## config.mk

```make
export PLATFORM = sky130hd
export DESIGN_NAME = tilt_switch_debouncer_unit
export DESIGN_NICKNAME = d
export VERILOG_FILES = /design/src/rtl/core/tsd_pkg.sv /design/src/rtl/core/tilt_switch_debouncer_unit.sv
export SDC_FILE = /design/constraint.sdc
export NUM_CORES = 1
export LEC_CHECK = 0
export BUFFER_PORTS_ARGS = -buffer_cell sky130_fd_sc_hd__buf_2
export CORE_MARGIN = 2
export CORE_UTILIZATION = 40
export DETAILED_ROUTE_END_ITERATION = 8
export PLACE_DENSITY = 0.6
export SLEW_MARGIN = 15
export SYNTH_ARGS = -nofsm -noshare
export SYNTH_HDL_FRONTEND = slang
export SYNTH_SLANG_ARGS = --single-unit
```

## constraint.sdc

```tcl
create_clock -name clk -period 4.1 [get_ports clk]
set_input_delay 0.82 -clock clk [delete_from_list [all_inputs] [get_ports clk]]
set_output_delay 0.82 -clock clk [all_outputs]
set_load 0.01 [all_outputs]
```

## src/rtl/core/tsd_pkg.sv

```systemverilog
// Shared constants for the tilt switch debouncer: widths, register indexes, reset values.
`default_nettype none

package tsd_pkg;

  localparam int unsigned CNT_W      = 8;
  localparam int unsigned CFG_IDX_W  = 8;
  localparam int unsigned CFG_DATA_W = 8;

  localparam logic [CNT_W-1:0] CNT_MAX = {CNT_W{1'b1}};

  // Configuration register indexes
  localparam logic [CFG_IDX_W-1:0] REG_DEBOUNCE_THRESHOLD = 8'd0;
  localparam logic [CFG_IDX_W-1:0] REG_STARTUP_PERIOD     = 8'd1;

  // Reset values
  localparam logic [CNT_W-1:0] THRESHOLD_RESET = 8'd5;
  localparam logic [CNT_W-1:0] PERIOD_RESET    = 8'd5;

  // Orientation codes
  localparam logic ORIENT_VERTICAL   = 1'b0;
  localparam logic ORIENT_HORIZONTAL = 1'b1;

  typedef logic [CNT_W-1:0] count_t;

  function automatic count_t sat_inc(input count_t v);
    return (v < CNT_MAX) ? count_t'(v + 1'b1) : v;
  endfunction

endpackage

`default_nettype wire

```

## src/rtl/core/tilt_switch_debouncer_unit.sv

```systemverilog
// Top level of the tilt switch debouncer: start-up majority vote and up/down integrator.
`default_nettype none

// Channel   Signals                                   Direction  Notes
// sample    sample_valid/ready, pin_level, restart    input      one tick per transfer
// result    result_valid/ready, event_valid,          output     one result per sample
//           orientation, in_startup
// cfg       cfg_valid/ready, cfg_index, cfg_data      input      always ready
//
// A sample is taken when sample_valid and sample_ready are both high: the state
// registers update on that transfer and the result lands in one output register
// the next cycle. The result register alone sets the rate; a sample transfers
// while the previous result is taken, so throughput is one item per clock while
// result_ready is high. sample_ready drops only with an untaken result held.
// Synchronous reset sets config and state and clears result_valid, not the data.

module tilt_switch_debouncer_unit (
  input  wire                           clk,
  input  wire                           rst,
  input  wire                           sample_valid,
  output logic                          sample_ready,
  input  wire                           pin_level,
  input  wire                           restart,
  output logic                          result_valid,
  input  wire                           result_ready,
  output logic                          event_valid,
  output logic                          orientation,
  output logic                          in_startup,
  input  wire                           cfg_valid,
  output logic                          cfg_ready,
  input  wire  [tsd_pkg::CFG_IDX_W-1:0]  cfg_index,
  input  wire  [tsd_pkg::CFG_DATA_W-1:0] cfg_data
);

  import tsd_pkg::*;

  // Configuration registers
  count_t debounce_threshold;
  count_t startup_period;

  // Debouncer state
  logic   startup_flag;
  count_t high_count;
  count_t low_count;
  count_t tick_integrator;
  logic   current_orientation;

  logic   startup_flag_next;
  count_t high_count_next;
  count_t low_count_next;
  count_t tick_integrator_next;
  logic   current_orientation_next;
  logic   event_next;

  logic   sample_xfer;
  logic   result_xfer;
  count_t tick_inc;
  count_t high_inc;
  count_t low_inc;

  assign cfg_ready    = 1'b1;
  // Accept a new sample unless an untaken result sits in the output register.
  assign sample_ready = !result_valid || result_ready;
  assign sample_xfer  = sample_valid && sample_ready;
  assign result_xfer  = result_valid && result_ready;

  always_ff @(posedge clk) begin
    if (rst) begin
      debounce_threshold <= THRESHOLD_RESET;
      startup_period     <= PERIOD_RESET;
    end else if (cfg_valid && cfg_ready) begin
      case (cfg_index)
        REG_DEBOUNCE_THRESHOLD: debounce_threshold <= count_t'(cfg_data);
        REG_STARTUP_PERIOD:     startup_period     <= count_t'(cfg_data);
        default: ;
      endcase
    end
  end

  assign tick_inc = sat_inc(tick_integrator);
  assign high_inc = pin_level ? sat_inc(high_count) : high_count;
  assign low_inc  = pin_level ? low_count : sat_inc(low_count);

  always_comb begin
    startup_flag_next        = startup_flag;
    high_count_next          = high_count;
    low_count_next           = low_count;
    tick_integrator_next     = tick_integrator;
    current_orientation_next = current_orientation;
    event_next               = 1'b0;
    if (restart) begin
      // Restart the vote; take the sample as orientation, count nothing.
      startup_flag_next        = 1'b1;
      high_count_next          = '0;
      low_count_next           = '0;
      tick_integrator_next     = '0;
      current_orientation_next = pin_level;
    end else if (startup_flag) begin
      high_count_next      = high_inc;
      low_count_next       = low_inc;
      tick_integrator_next = tick_inc;
      // End the vote once the period is reached; ties go vertical.
      if (tick_inc >= startup_period) begin
        tick_integrator_next     = '0;
        current_orientation_next = (high_inc > low_inc) ? ORIENT_HORIZONTAL
                                                        : ORIENT_VERTICAL;
        startup_flag_next        = 1'b0;
        event_next               = 1'b1;
      end
    end else begin
      // Integrate disagreement; decay toward zero on agreement; flip at the threshold.
      if (pin_level != current_orientation) begin
        tick_integrator_next = tick_inc;
      end else if (tick_integrator != '0) begin
        tick_integrator_next = tick_integrator - 1'b1;
      end
      if (tick_integrator_next >= debounce_threshold) begin
        tick_integrator_next     = '0;
        current_orientation_next = pin_level;
        event_next               = 1'b1;
      end
    end
  end

  always_ff @(posedge clk) begin
    if (rst) begin
      startup_flag        <= 1'b1;
      high_count          <= '0;
      low_count           <= '0;
      tick_integrator     <= '0;
      current_orientation <= ORIENT_VERTICAL;
    end else if (sample_xfer) begin
      startup_flag        <= startup_flag_next;
      high_count          <= high_count_next;
      low_count           <= low_count_next;
      tick_integrator     <= tick_integrator_next;
      current_orientation <= current_orientation_next;
    end
  end

  // Result register: load on every sample transfer, drop valid once taken.
  always_ff @(posedge clk) begin
    if (rst) begin
      result_valid <= 1'b0;
    end else if (sample_xfer) begin
      result_valid <= 1'b1;
    end else if (result_xfer) begin
      result_valid <= 1'b0;
    end
  end

  always_ff @(posedge clk) begin
    if (sample_xfer) begin
      event_valid <= event_next;
      orientation <= current_orientation_next;
      in_startup  <= startup_flag_next;
    end
  end

  // A start-up decision leaves the start-up phase; a restart never emits.
  a_event_not_startup: assert property (@(posedge clk) disable iff (rst)
    result_valid && event_valid |-> !in_startup)
    else $error("event reported while still in start-up");

  a_restart_clears: assert property (@(posedge clk) disable iff (rst)
    sample_xfer && restart |=> startup_flag && tick_integrator == '0 &&
      high_count == '0 && low_count == '0 && !event_valid)
    else $error("restart did not clear the vote state");

  a_result_follows: assert property (@(posedge clk) disable iff (rst)
    sample_xfer |=> result_valid && orientation == current_orientation &&
      in_startup == startup_flag)
    else $error("result register out of step with state");

  a_startup_stays_off: assert property (@(posedge clk) disable iff (rst)
    sample_xfer && !restart && !startup_flag |=> !startup_flag)
    else $error("start-up phase reentered without restart");

endmodule

`default_nettype wire
```

# ---- Word-level counts from Yosys, hierarchy flattened
# Cells that the tools add are included.
dict set report word_totals {
  reg_bits 46
  input_bits 23
  output_inout_bits 6
  elab_cells 64
}
dict set report classes {
  add_sub_neg 4
  magnitude_cmp 6
  eq_ne 2
  n_mux 30
  reduce_logical 11
}
# op count
set op_table {}
lappend op_table {{$mux 8} 17}
lappend op_table {{$add 8x1->8 const B} 3}
lappend op_table {{$lt 8x8->1 const B} 3}
lappend op_table {{$ge 8x8->1} 2}
lappend op_table {{$mux 1} 13}
lappend op_table {{$eq 8x1->1 const B} 1}
lappend op_table {{$gt 8x8->1} 1}
lappend op_table {{$logic_not 8->1} 1}
lappend op_table {{$reduce_bool 8->1} 1}
lappend op_table {{$sub 8x1->8 const B} 1}
lappend op_table {{$reduce_and 2->1} 3}
lappend op_table {{$reduce_bool 2->1} 2}
lappend op_table {{$logic_and 1x1->1} 2}
lappend op_table {{$logic_not 1->1} 1}
lappend op_table {{$logic_or 1x1->1} 1}
lappend op_table {{$ne 1x1->1} 1}

# ---- Depth between registers and ports, before layout
dict set report depth {
  depth_word 9
  depth_mapped 15
  ltp_nobuf 13
}

# ---- Worst setup path before layout
# No wires, ideal clock.
dict set report synth_timing {
  kind {register -> register}
  startpoint {register tick_integrator[1]}
  endpoint {register current_orientation}
  setup_ns 0.115
  arrival_time_ns 3.254
  required_ns 3.985
  slack_ns 0.731
  path_stages_with_launch 16
  path_buffers 2
  period_less_slack_ns 3.369
  path_cell_list {dfxtp_1 ha_1 nand2_1 or3_1 buf_6 and2_4 a22o_1 o21a_1 ha_1 nand2_1 or4_1 o21a_1 buf_6 o21ai_1 o311ai_1 o21a_1}
}
dict set report synth_via {
  elab_chain_cells 9
  word_cells_on_any_way 15
  classes_between {add/sub (2); order compare (3); mux (9); reduce/logical (1)}
}
# element line_no
set synth_lines {}
lappend synth_lines {{start: declaration} tilt_switch_debouncer_unit.sv:45} ;# count_t tick_integrator;
lappend synth_lines {{start signal: assignment} tilt_switch_debouncer_unit.sv:136} ;# tick_integrator <= tick_integrator_next;
lappend synth_lines {{$sub 8x1->8 (tied with other cells)} tilt_switch_debouncer_unit.sv:115} ;# tick_integrator_next = tick_integrator - 1'b1;
lappend synth_lines {{$mux 8, on equally long branches} {tilt_switch_debouncer_unit.sv:114, tsd_pkg.sv:27}}
lappend synth_lines {{$mux 8} tilt_switch_debouncer_unit.sv:112} ;# if (pin_level != current_orientation) begin
lappend synth_lines {{$mux 8} tilt_switch_debouncer_unit.sv:98} ;# end else if (startup_flag) begin
lappend synth_lines {{$mux 8} tilt_switch_debouncer_unit.sv:91} ;# if (restart) begin
lappend synth_lines {{$ge 8x8->1} tilt_switch_debouncer_unit.sv:117} ;# if (tick_integrator_next >= debounce_threshold) begin
lappend synth_lines {{$mux 1} tilt_switch_debouncer_unit.sv:117}
lappend synth_lines {{$mux 1 (*)} tilt_switch_debouncer_unit.sv:98}
lappend synth_lines {{$mux 1 (*)} tilt_switch_debouncer_unit.sv:91}
lappend synth_lines {{named net current_orientation_next} tilt_switch_debouncer_unit.sv:52} ;# logic current_orientation_next;
lappend synth_lines {{end signal: assignment} tilt_switch_debouncer_unit.sv:137} ;# current_orientation <= current_orientation_next;
lappend synth_lines {{end: declaration} tilt_switch_debouncer_unit.sv:46} ;# logic current_orientation;
# The timed path passes the listed nets; every way through them passes the cells marked *. The select of a mux whose other input is x is not followed.
# A chain may end at the register's enable or synchronous reset.

# ---- Worst setup path after layout
dict set report layout_timing {
  startpoint {register tick_integrator[6]}
  endpoint {register current_orientation}
}
# Same word-level chain as after synthesis.

==> flow_summary_export.csv <==
group,metric,value,unit
global_route,grt_pass1_wl,13.6,mm
setup_path,end_kind,"register",
routing,drtIter0Drc,115,
clocking,ctsHoldBuffers,0,
setup_path,arrival,3.97,ns
pwr,cellPowerDensity,294,nW/um^2
setup_path,cp_slowest_cell,"or3_1",
setup_path,startpoint_type,"register",
die,dieArea,8990,um^2
placed_design,dp_cells,517,
placed_design,dpl.hpwl,6.28,mm
timing,fmax,265,MHz
run_status,status,"completed",
timing,drv_slew,0,
yosys,syn_inst,395,
yosys,synthesis.area,3300,um^2
yosys,synth_compound_area_share,22.0,%
job,drv_cap,0,
global_route,antenna_found_initial,0,
layout,layout.cells.non_filler,525,
layout,nets,471,
placed_design,postPlaceCellArea,3520,um^2
clocking,clk_pin_slew,0.09,ns
yosys,yosysWarnings,0,
placed_design,place_congestion,0.935,
routing,drc,0,
yosys,synth-seq-cells,46,
routing,vias,2951,
timing,slew_headroom,49.5,%
routing,drt-pass1-iter-count,4,
global_route,grt_max_degree,24,
clocking,tritoncts,"done",
clocking,post_cts_resized,0,
yosys,synthAdderAreaFrac,11.0,%
timing,final-hold-violation-count,0,
routing,routed_wl,8.10,mm
pwr,leakagePower,1.44,nW
timing,worst_pin_slew,0.750,ns
yosys,synthesis.nets,447,
clocking,htreeDepth,2,
die,rows,33,
timing,finalClockSkew,0.00782,ns
yosys,synth_ff_type,"dfxtp_1",
die,start_util,40.8,%
yosys,synth_simple_gate_area_share,22.1,%
timing,rsz0062_at_grt,"false",
layout,final_cell_mix,"dfxtp_1 (43), nor2_1 (41), nand2_1 (29), ha_1 (29), buf_2 (27)",
yosys,synth_cell_types,67,
timing,setup_tns,0,ns
setup_path,cp_common_cell,"o21a_1",
yosys,seq_area_frac_synth,28.8,%
placed_design,io_buffer_count,27,
setup_path,cp_data_required_time,4.30,ns
yosys,synth.avg_cell_area,8.35,um^2
yosys,yosysTopAreaCellShare,26.1,%
global_route,grt_pass1_vias,2799,
routing,antenna_left,0,
timing,period_minus_slack,3.77,ns
die,die_h,94.8,um
yosys,async_reset_ff_share,0,%
min_path,hp-class,"register to register",
setup_path,cpPeakStageDelay,0.55,ns
global_route,groute.usage.overall,19.3,%
clocking,cts_setup_buffers,0,
layout,final_core_util,44.6,%
routing,wire_per_inst,15.4,um
timing,min_period_over_period,92.0,%
die,core,8090,um^2
clocking,cts_root_buffer,"clkbuf_8",
pwr,ir_drop,0.162,mV
clocking,clock_path_buffers,2,
layout,mostFrequentLayoutCell,"dfxtp_1",
clocking,clk_latency,0.30,ns
timing,finalSetupViolCount,0,
die,die_x,94.8,um
setup_path,rrSetupSlack,0.33,ns
layout,nFillCells,848,
routing,viasPerCell,5.62,
setup_path,cp_max_fo,10,
layout,diodes,0,
clocking,cts_inserted_buffers,5,
layout,fin_area,3610,um^2
yosys,synth_area_leaders,"dfxtp_1 (26%), ha_1 (11%), mux2i_1 (5.5%)",
setup_path,critPathKind,"register to register",
layout,syn_to_final_growth,9.52,%
yosys,synth_top_area_cell,"dfxtp_1",
yosys,synth_top_family_by_area,"simple AND/OR/NAND/NOR gates",
yosys,synthXorXnorAreaFrac,4.51,%
yosys,synth_mux_area_share,5.80,%
global_route,overflow,0,
die,pin_count,29,
setup_path,cp_cell_sequence,"nand4_2 > or3_1 > and2_4 > a22o_1 > o21a_1 > ha_1 > nand2_1 > or4_1 > o21a_1 > o21ai_1 > o311ai_1 > o21a_1",
clocking,cts.sinks,46,
layout,layout-drive-gt1-share,13.6,%
yosys,synth_edf_count,3,
critical path, delay by kind of cell (launching register included):
kind,cells,cell delay (ns)
flops,1,0.52
simple gates,5,1.56
compound gates,6,1.31
fa+ha+maj,1,0.29
cell families after synthesis:
logic type / count (synthesis)
multiplexers: 19
buffers and inverters: 40
AND/OR/NAND/NOR: 144
other: 1
flip-flops: 46
AO/OA/AOI/OAI: 102
adder cells (fa/ha/maj): 29
XOR/XNOR: 14
cell usage after synthesis, types with 8 or more instances:
cell	instances
a21oi_1	22
clkbuf_1	9
dfxtp_1	43
ha_1	29
inv_1	21
mux2i_1	18
nand2_1	29
nand3_1	13
nand4_1	12
nor2_1	41
nor2b_1	8
nor3_1	9
o21ai_0	22
report_power, final:
part / switching [mW] / internal, mW
clock: 0.151 / 0.136
sequential: 0.0147 / 0.466
combinational: 0.178 / 0.117
total: 0.344 / 0.719
per-stage QoR:
stage                     hold WS [ns]  worst slack [ns]  total power [mW]
after floorplan                  0.445             0.731             0.702
after global placement           0.457             0.261             0.782
after detailed placement         0.465             0.258             0.782
after CTS                        0.487             0.391              1.07
after global routing             0.538             0.163              1.13
final                            0.483             0.329              1.06
cell type report:
cell class / count / area (um^2) / share of cell area, %
inverters: 22 / 82.6 / 2.29
multi-input cells: 309 / 2160 / 59.8
flip-flops and latches: 46 / 951 / 26.3
clock inverters: 1 / 5.00 / 0.139
clock buffers: 7 / 86.3 / 2.39
well taps: 105 / 131 / 3.64
repair buffers: 35 / 195 / 5.40
per-layer routing:
metal	up-vias	global-route usage [%]	wire [um]
li1	1488	-	-
met1	1383	25.6	3820
met2	68	31.6	3790
met3	12	2.71	283
met4	0	7.73	204
met5	-	0	0
registers in the layout, indices dropped and copies added, names as in the netlist:
| name | cells |
|---|---|
| debounce_threshold | 8 |
| high_count | 8 |
| low_count | 8 |
| startup_period | 8 |
| tick_integrator | 8 |
| current_orientation | 1 |
| event_valid | 1 |
| in_startup | 1 |
| orientation | 1 |
| result_valid | 1 |
| startup_flag | 1 |
path summary, 6_finish.rpt:
kind	startpoint	to	cells after the start
worst max-delay path	tick_integrator[6]$_SDFFE_PP0P_	current_orientation$_SDFFE_PP0P_	12
worst min-delay path	startup_period[2]$_SDFFE_PP1P_	startup_period[2]$_SDFFE_PP1P_	2
worst max register to register	tick_integrator[6]$_SDFFE_PP0P_	current_orientation$_SDFFE_PP0P_	12
worst min register to register	startup_period[2]$_SDFFE_PP1P_	startup_period[2]$_SDFFE_PP1P_	2
No activity file was read; power rests on OpenSTA's default activity.
